$ cat src/rtl/core/pap_pkg.sv
// Package for the passive-mode reply address parser.
// Holds the scan phase type, the character codes and the result layout.
// No dependencies.
`default_nettype none

package pap_pkg;

	typedef enum logic [2:0] {
		PH_SEEK  = 3'd0,
		PH_NUM   = 3'd1,
		PH_COMMA = 3'd2,
		PH_DONE  = 3'd3
	} scan_phase_t;

	localparam logic [7:0] CHAR_ZERO  = 8'h30;
	localparam logic [7:0] CHAR_NINE  = 8'h39;
	localparam logic [7:0] CHAR_COMMA = 8'h2C;

	localparam int         CAPTURE_DEPTH = 5;
	localparam logic [1:0] MAX_DIGITS    = 2'd3;
	localparam logic [2:0] LAST_INDEX    = 3'd5;

	localparam int IN_DATA_W  = 8;
	localparam int OUT_DATA_W = 56;
	localparam int OUT_USED_W = 49;

endpackage

`default_nettype wire

$ cat src/rtl/core/passive_address_parser.sv
// Passive-mode reply address parser, top level.
// Depends on pap_pkg for the scan phase type and character codes.
//
// The block takes one character of a text line per transaction and looks for
// the first run h1,h2,h3,h4,p1,p2 of six decimal numbers with one to three
// digits each. On the transaction marked by s_axis_tlast it delivers one
// result: found in m_axis_tuser, the address (h1 in the top byte), the port
// p1*256+p2 and an out-of-range flag for any number above 255. Characters
// pass through an input register and a result register, so one character is
// accepted per clock cycle and m_axis_tvalid rises when the last character
// moves from the input register into the result register; only a last
// character whose result register is still occupied waits for m_axis_tready.
// The first character of the next line may be taken while the last one moves on.
`default_nettype none

module passive_address_parser
	import pap_pkg::*;
(
	input  wire logic                  clk,
	input  wire logic                  arst_n,
	input  wire logic                  s_axis_tvalid,
	output logic                       s_axis_tready,
	input  wire logic [IN_DATA_W-1:0]  s_axis_tdata,  // [7:0] char_byte
	input  wire logic                  s_axis_tlast,  // line_end
	output logic                       m_axis_tvalid,
	input  wire logic                  m_axis_tready,
	output logic [OUT_DATA_W-1:0]      m_axis_tdata,  // [31:0] ip_address,
	                                                  // [47:32] port_number,
	                                                  // [48] out_of_range, rest zero
	output logic                       m_axis_tuser   // found
);

	logic [7:0]  byte_s1;
	logic        last_s1;
	logic        valid_s1;
	logic        go_s1;
	logic        out_free;

	scan_phase_t phase_q, phase_a, phase_n;
	logic [1:0]  digits_q, digits_a, digits_n;
	logic [2:0]  index_q, index_a, index_n;
	logic [9:0]  value_q, value_a, value_n;
	logic        range_q, range_a, range_b, range_n;
	logic [7:0]  captured_q [CAPTURE_DEPTH];

	logic        is_digit;
	logic [3:0]  digit_val;
	logic [13:0] value_mac;
	logic        cap_we;
	logic        found_b;

	logic        out_valid_q;
	logic        out_found_q;
	logic [31:0] out_ip_q;
	logic [15:0] out_port_q;
	logic        out_range_q;

	assign out_free      = !out_valid_q || m_axis_tready;
	assign go_s1         = valid_s1 && (!last_s1 || out_free);
	assign s_axis_tready = !valid_s1 || go_s1;

	always_ff @(posedge clk or negedge arst_n) begin
		if (!arst_n) begin
			valid_s1 <= 1'b0;
		end else if (s_axis_tready) begin
			valid_s1 <= s_axis_tvalid;
		end
	end

	always_ff @(posedge clk) begin
		if (s_axis_tready && s_axis_tvalid) begin
			byte_s1 <= s_axis_tdata[7:0];
			last_s1 <= s_axis_tlast;
		end
	end

	assign is_digit  = (byte_s1 >= CHAR_ZERO) && (byte_s1 <= CHAR_NINE);
	assign digit_val = is_digit ? 4'(byte_s1 - CHAR_ZERO) : 4'd0;
	assign value_mac = {value_q, 3'b000} + {3'b000, value_q, 1'b0} + {10'd0, digit_val};

	always_comb begin
		phase_a  = phase_q;
		digits_a = digits_q;
		index_a  = index_q;
		value_a  = value_q;
		range_a  = range_q;
		cap_we   = 1'b0;
		case (phase_q)
			PH_SEEK: begin
				if (is_digit) begin
					phase_a  = PH_NUM;
					digits_a = 2'd1;
					index_a  = 3'd0;
					value_a  = {6'd0, digit_val};
					range_a  = 1'b0;
				end
			end
			PH_NUM: begin
				if (is_digit) begin
					if (digits_q >= MAX_DIGITS) begin
						phase_a  = PH_SEEK;
						digits_a = 2'd0;
						index_a  = 3'd0;
						value_a  = 10'd0;
						range_a  = 1'b0;
					end else begin
						value_a  = value_mac[9:0];
						digits_a = digits_q + 2'd1;
					end
				end else if (index_q >= LAST_INDEX) begin
					range_a = range_q || (value_q[9:8] != 2'b00);
					phase_a = PH_DONE;
				end else if (byte_s1 == CHAR_COMMA) begin
					range_a = range_q || (value_q[9:8] != 2'b00);
					cap_we  = 1'b1;
					index_a = index_q + 3'd1;
					phase_a = PH_COMMA;
				end else begin
					phase_a  = PH_SEEK;
					digits_a = 2'd0;
					index_a  = 3'd0;
					value_a  = 10'd0;
					range_a  = 1'b0;
				end
			end
			PH_COMMA: begin
				if (is_digit) begin
					phase_a  = PH_NUM;
					digits_a = 2'd1;
					value_a  = {6'd0, digit_val};
				end else begin
					phase_a  = PH_SEEK;
					digits_a = 2'd0;
					index_a  = 3'd0;
					value_a  = 10'd0;
					range_a  = 1'b0;
				end
			end
			default: begin
			end
		endcase

		range_b = range_a;
		found_b = (phase_a == PH_DONE);
		if (phase_a == PH_NUM && index_a >= LAST_INDEX) begin
			range_b = range_a || (value_a[9:8] != 2'b00);
			found_b = 1'b1;
		end

		if (last_s1) begin
			phase_n  = PH_SEEK;
			digits_n = 2'd0;
			index_n  = 3'd0;
			value_n  = 10'd0;
			range_n  = 1'b0;
		end else begin
			phase_n  = phase_a;
			digits_n = digits_a;
			index_n  = index_a;
			value_n  = value_a;
			range_n  = range_a;
		end
	end

	always_ff @(posedge clk or negedge arst_n) begin
		if (!arst_n) begin
			phase_q  <= PH_SEEK;
			digits_q <= 2'd0;
			index_q  <= 3'd0;
			value_q  <= 10'd0;
			range_q  <= 1'b0;
		end else if (go_s1) begin
			phase_q  <= phase_n;
			digits_q <= digits_n;
			index_q  <= index_n;
			value_q  <= value_n;
			range_q  <= range_n;
		end
	end

	always_ff @(posedge clk) begin
		if (go_s1 && cap_we) begin
			captured_q[index_q] <= value_q[7:0];
		end
	end

	always_ff @(posedge clk or negedge arst_n) begin
		if (!arst_n) begin
			out_valid_q <= 1'b0;
		end else if (go_s1 && last_s1) begin
			out_valid_q <= 1'b1;
		end else if (m_axis_tready) begin
			out_valid_q <= 1'b0;
		end
	end

	always_ff @(posedge clk) begin
		if (go_s1 && last_s1) begin
			out_found_q <= found_b;
			if (found_b) begin
				out_ip_q    <= {captured_q[0], captured_q[1], captured_q[2], captured_q[3]};
				out_port_q  <= {captured_q[4], value_a[7:0]};
				out_range_q <= range_b;
			end else begin
				out_ip_q    <= 32'd0;
				out_port_q  <= 16'd0;
				out_range_q <= 1'b0;
			end
		end
	end

	assign m_axis_tvalid = out_valid_q;
	assign m_axis_tuser  = out_found_q;
	assign m_axis_tdata  = {(OUT_DATA_W - OUT_USED_W)'(0), out_range_q, out_port_q, out_ip_q};

endmodule

`default_nettype wire

$ cat config.mk
export PLATFORM = sky130hd
export DESIGN_NAME = passive_address_parser
export DESIGN_NICKNAME = d
export VERILOG_FILES = /design/src/rtl/core/pap_pkg.sv /design/src/rtl/core/passive_address_parser.sv
export SDC_FILE = /design/constraint.sdc
export NUM_CORES = 1
export LEC_CHECK = 0
export BUFFER_PORTS_ARGS = -buffer_cell sky130_fd_sc_hd__buf_2
export CORE_ASPECT_RATIO = 1.1
export CORE_MARGIN = 8
export CORE_UTILIZATION = 57
export CTS_CLUSTER_SIZE = 16
export DETAILED_ROUTE_END_ITERATION = 7
export PLACE_DENSITY = 0.79
export SLEW_MARGIN = 30
export SYNTH_ARGS = -nofsm -noshare
export SYNTH_HDL_FRONTEND = slang
export SYNTH_SLANG_ARGS = --single-unit
$ cat constraint.sdc
create_clock -name clk -period 5.2 [get_ports clk]
set_input_delay 0.52 -clock clk [delete_from_list [all_inputs] [get_ports clk]]
set_output_delay 0.52 -clock clk [all_outputs]
set_load 0.01 [all_outputs]
==> impl_metrics.tcl <==
set metrics [dict create \
    status "finished, final reports clean" \
    antenna_found_initial 0 \
    wl_per_cell_um 17.4 \
    ir_worst_vdd_mv 0.254 \
    overflow 0 \
    cp_max_fo 10 \
    p_per_area_mw_per_mm2 389 \
    setup_viol 0 \
    yosysTopAreaCellShare 0.563 \
    root_buffer "clkbuf_8" \
    ff2ff_path_depth 13 \
    viasPerCell 5.55 \
    cp.depth 13 \
    top_layer "met4" \
    r2r_setup_slack_ps 1490 \
    synth_edf_count 99 \
    synth_most_common_cell "edfxtp_1" \
    period_minus_slack_ps 3710 \
    comb_power_share 0.050 \
    clk_pin_slew_worst_paths_ps 60 \
    tns_ps 0 \
    max_freq_mhz 269 \
    hold_class "primary input to flop" \
    crit_path_end "out_range_q$_SDFFCE_PN0P_" \
    holdPathStages 1 \
    clockBufferDepth 2 \
    crit_chain "nor3b_4, and3_1, nand2_1, fa_1, inv_1, fa_1, a211oi_1, o21bai_1, a21oi_1, xnor2_1, a22o_1, o22ai_1, a21oi_1" \
    met2_length_um 5300 \
    synth-seq-area-share 0.662 \
    critPathRequiredTime_ps 5450 \
    finalNetCount 494 \
    path_buf_inv 1 \
    p_switching_uw 522 \
    grt_pass1_wl_um 16500 \
    die_h_um 117 \
    place_congestion 0.903 \
    antenna_cells 0 \
    die_x_um 108 \
    critPathCaptureType "flop" \
    r2r-start "byte_s1[6]$_DFFE_PP_" \
    max_stage_delay_ps 490 \
    routed-wl-met3_um 781 \
    cts_tree "done" \
    final_cell_count_no_fill 592 \
    clock_latency_ps 520 \
    avgSynthCellArea_um2 13.5 \
    ant_nets 0 \
    ioPinCount 72 \
    synthDistinctLibCells 52 \
    max-slew-margin-rel 0.447 \
    reg2reg_to "out_range_q$_SDFFCE_PN0P_" \
    fin_crit_sh 0.714 \
    ys_top_cells_by_count "edfxtp_1 (99), and2_1 (44), nand2_1 (30), dfrtp_1 (21)" \
    power.total_uw 2450 \
    htreeDepth 4 \
    core_area_mm2 0.00917 \
    postSynthCellCount 391 \
    ys.flop_type "edfxtp_1" \
    netlist_top_cells_area "edfxtp_1 (56%), dfrtp_1 (9.9%), and2_1 (5.2%), ha_1 (4.0%), nand2_1 (2.1%)" \
    synth_seq_cells 120 \
    syn_to_final_growth_pct 19.2 \
    via_count 3287 \
    hpwl_um 7230 \
    worstSetupPathType "flop to flop" \
    yosys_warnings 0 \
    tightest_slew_ps 827 \
    p_int_uw 1930 \
    grt_pass1_vias 3313 \
    die_area_mm2 0.0126 \
    hp-start "s_axis_tlast" \
    swShare 0.213 \
    drtIter0Drc 207 \
    drt_first_pass_iters 4 \
    rows 37 \
    drc 0 \
    layout-drive-gt1-share 0.223 \
    start_kind "flop" \
    seq_power_share 0.451 \
    rsz0062_at_grt "false" \
    finalClockSkew_ps 6.73 \
    path_delay_family "compound AO/OA/AOI/OAI gates" \
    slowest_stage "fa_1" \
    final_hold_viol_count 0 \
    power_frac_clock 0.499 \
    maxCapViolCount 0 \
    grt_use_total 0.175 \
    grt_max_degree 42 \
    wirelength_um 10300 \
    drt-met1-wl_um 3940 \
    cts_made_buffers 17 \
    async_reset_ff_frac 0.175 \
    startpoint "byte_s1[6]$_DFFE_PP_" \
    p_leak_uw 0.00255 \
    syn_area_mm2 0.00528 \
    portBuffers 64 \
    critPathArrivalTime_ps 3970 \
    initial_core_util 0.576 \
    cts_sinks 120 \
    yosysTopAreaCell "edfxtp_1" \
    cts_setup_buffers 0 \
    dp_cells 559 \
    slew_viol_final 0 \
]
## metrics by stage
stage          utilization  setup slack [ps]  instance area (um^2)  hold WS [ps]
6_report             0.687              1490                  6300           173
5_1_grt              0.687              1180                  6300           164
4_1_cts              0.687              1470                  6300           164
3_5_place_dp         0.617              1520                  5660           503
3_3_place_gp         0.617              1560                  5660           491
2_1_floorplan            -              1600                  5310           224
## final cells by class
cell class / instances / area (um^2)
sequential: 120 / 3500
fill: 653 / 2870
multi-input combinational: 244 / 1620
clock buffer: 19 / 442
timing repair buffer: 68 / 353
clock inverter: 13 / 190
tap: 117 / 146
inverter: 11 / 43.8
## repair_timing
action	in CTS	in global routing
hold buffers	1	0
endpoints found under the hold margin	21	0
gates resized for setup	0	0
## worst reg2reg max path, cell delays in order, from the launching register on
cell and delay (ps):
edfxtp_1 410, nor3b_4 320, and3_1 450, nand2_1 120, fa_1 490, inv_1 70
fa_1 470, a211oi_1 310, o21bai_1 120, a21oi_1 200, xnor2_1 90, a22o_1 210
o22ai_1 120, a21oi_1 90
## kinds of logic (layout without fill, tap and decap cells)
logic type	count (synthesis)	in the layout	synth area share
adders and majority gates	19	19	0.0478
AOI/OAI and AO/OA	76	76	0.0995
buffers and inverters	33	111	0.0360
muxes	1	1	0.00213
and+or+nand+nor	132	132	0.137
other	1	7	0.000710
DFF	120	120	0.662
xor gates and xnor gates	9	9	0.0149
## worst min path at each step
stage	slack, ps	endpoint
final	170	last_s1$_DFFE_PP_
after global routing	160	byte_s1[6]$_DFFE_PP_
after CTS	160	last_s1$_DFFE_PP_
after detailed placement	500	digits_q[1]$_DFFE_PN0P_
after global placement	490	range_q$_DFFE_PN0P_
after floorplan	220	digits_q[0]$_DFFE_PN0P_
## metal layers
| layer | vias to the layer above | track usage |
|---|---|---|
| met2 | 120 | 0.306 |
| met1 | 1561 | 0.192 |
| met4 | 0 | 0.0861 |
| met3 | 21 | 0.0487 |
| li1 | 1585 | - |
| met5 | - | 0 |
## cells in the final DEF (no fill, tap or decap), types with 3 or more instances in the layout
| master | count |
|---|---|
| dfrtp_1 | 21 |
| o22ai_1 | 3 |
| and2_1 | 44 |
| inv_1 | 10 |
| or3_1 | 5 |
| xnor2_1 | 7 |
| nor2_1 | 14 |
| buf_4 | 3 |
| a21oi_1 | 17 |
| nor4_1 | 3 |
| inv_6 | 3 |
| a31oi_1 | 4 |
| nand2b_1 | 5 |
| ha_1 | 17 |
| nor3_1 | 14 |
| nand2_1 | 30 |
| a211oi_1 | 4 |
| edfxtp_1 | 99 |
| buf_2 | 64 |
| o31ai_1 | 7 |
| clkbuf_8 | 3 |
| clkinv_4 | 3 |
| nand3_1 | 4 |
| conb_1 | 7 |
| nor2b_1 | 3 |
| bufinv_16 | 4 |
| a22o_1 | 8 |
| clkbuf_16 | 16 |
| o21ai_0 | 14 |
## state kept, by name, summed over array words and instances, names as in the netlist
name           count
index_q            3
out_ip_q          32
value_q           10
out_port_q        16
byte_s1            8
phase_q            3
range_q            1
last_s1            1
valid_s1           1
digits_q           2
m_axis_tuser       1
m_axis_tvalid      1
captured_q        40
out_range_q        1
## power groups by stage
stage	clock (uW)	combinational [uW]	sequential (uW)
finish	1220	122	1110
global route	1270	138	1110
CTS	1230	123	1110
detailed placement	0	122	1120
global placement	0	120	1120
floorplan	0	75.2	1120
(Power assumes the default switching activity.)
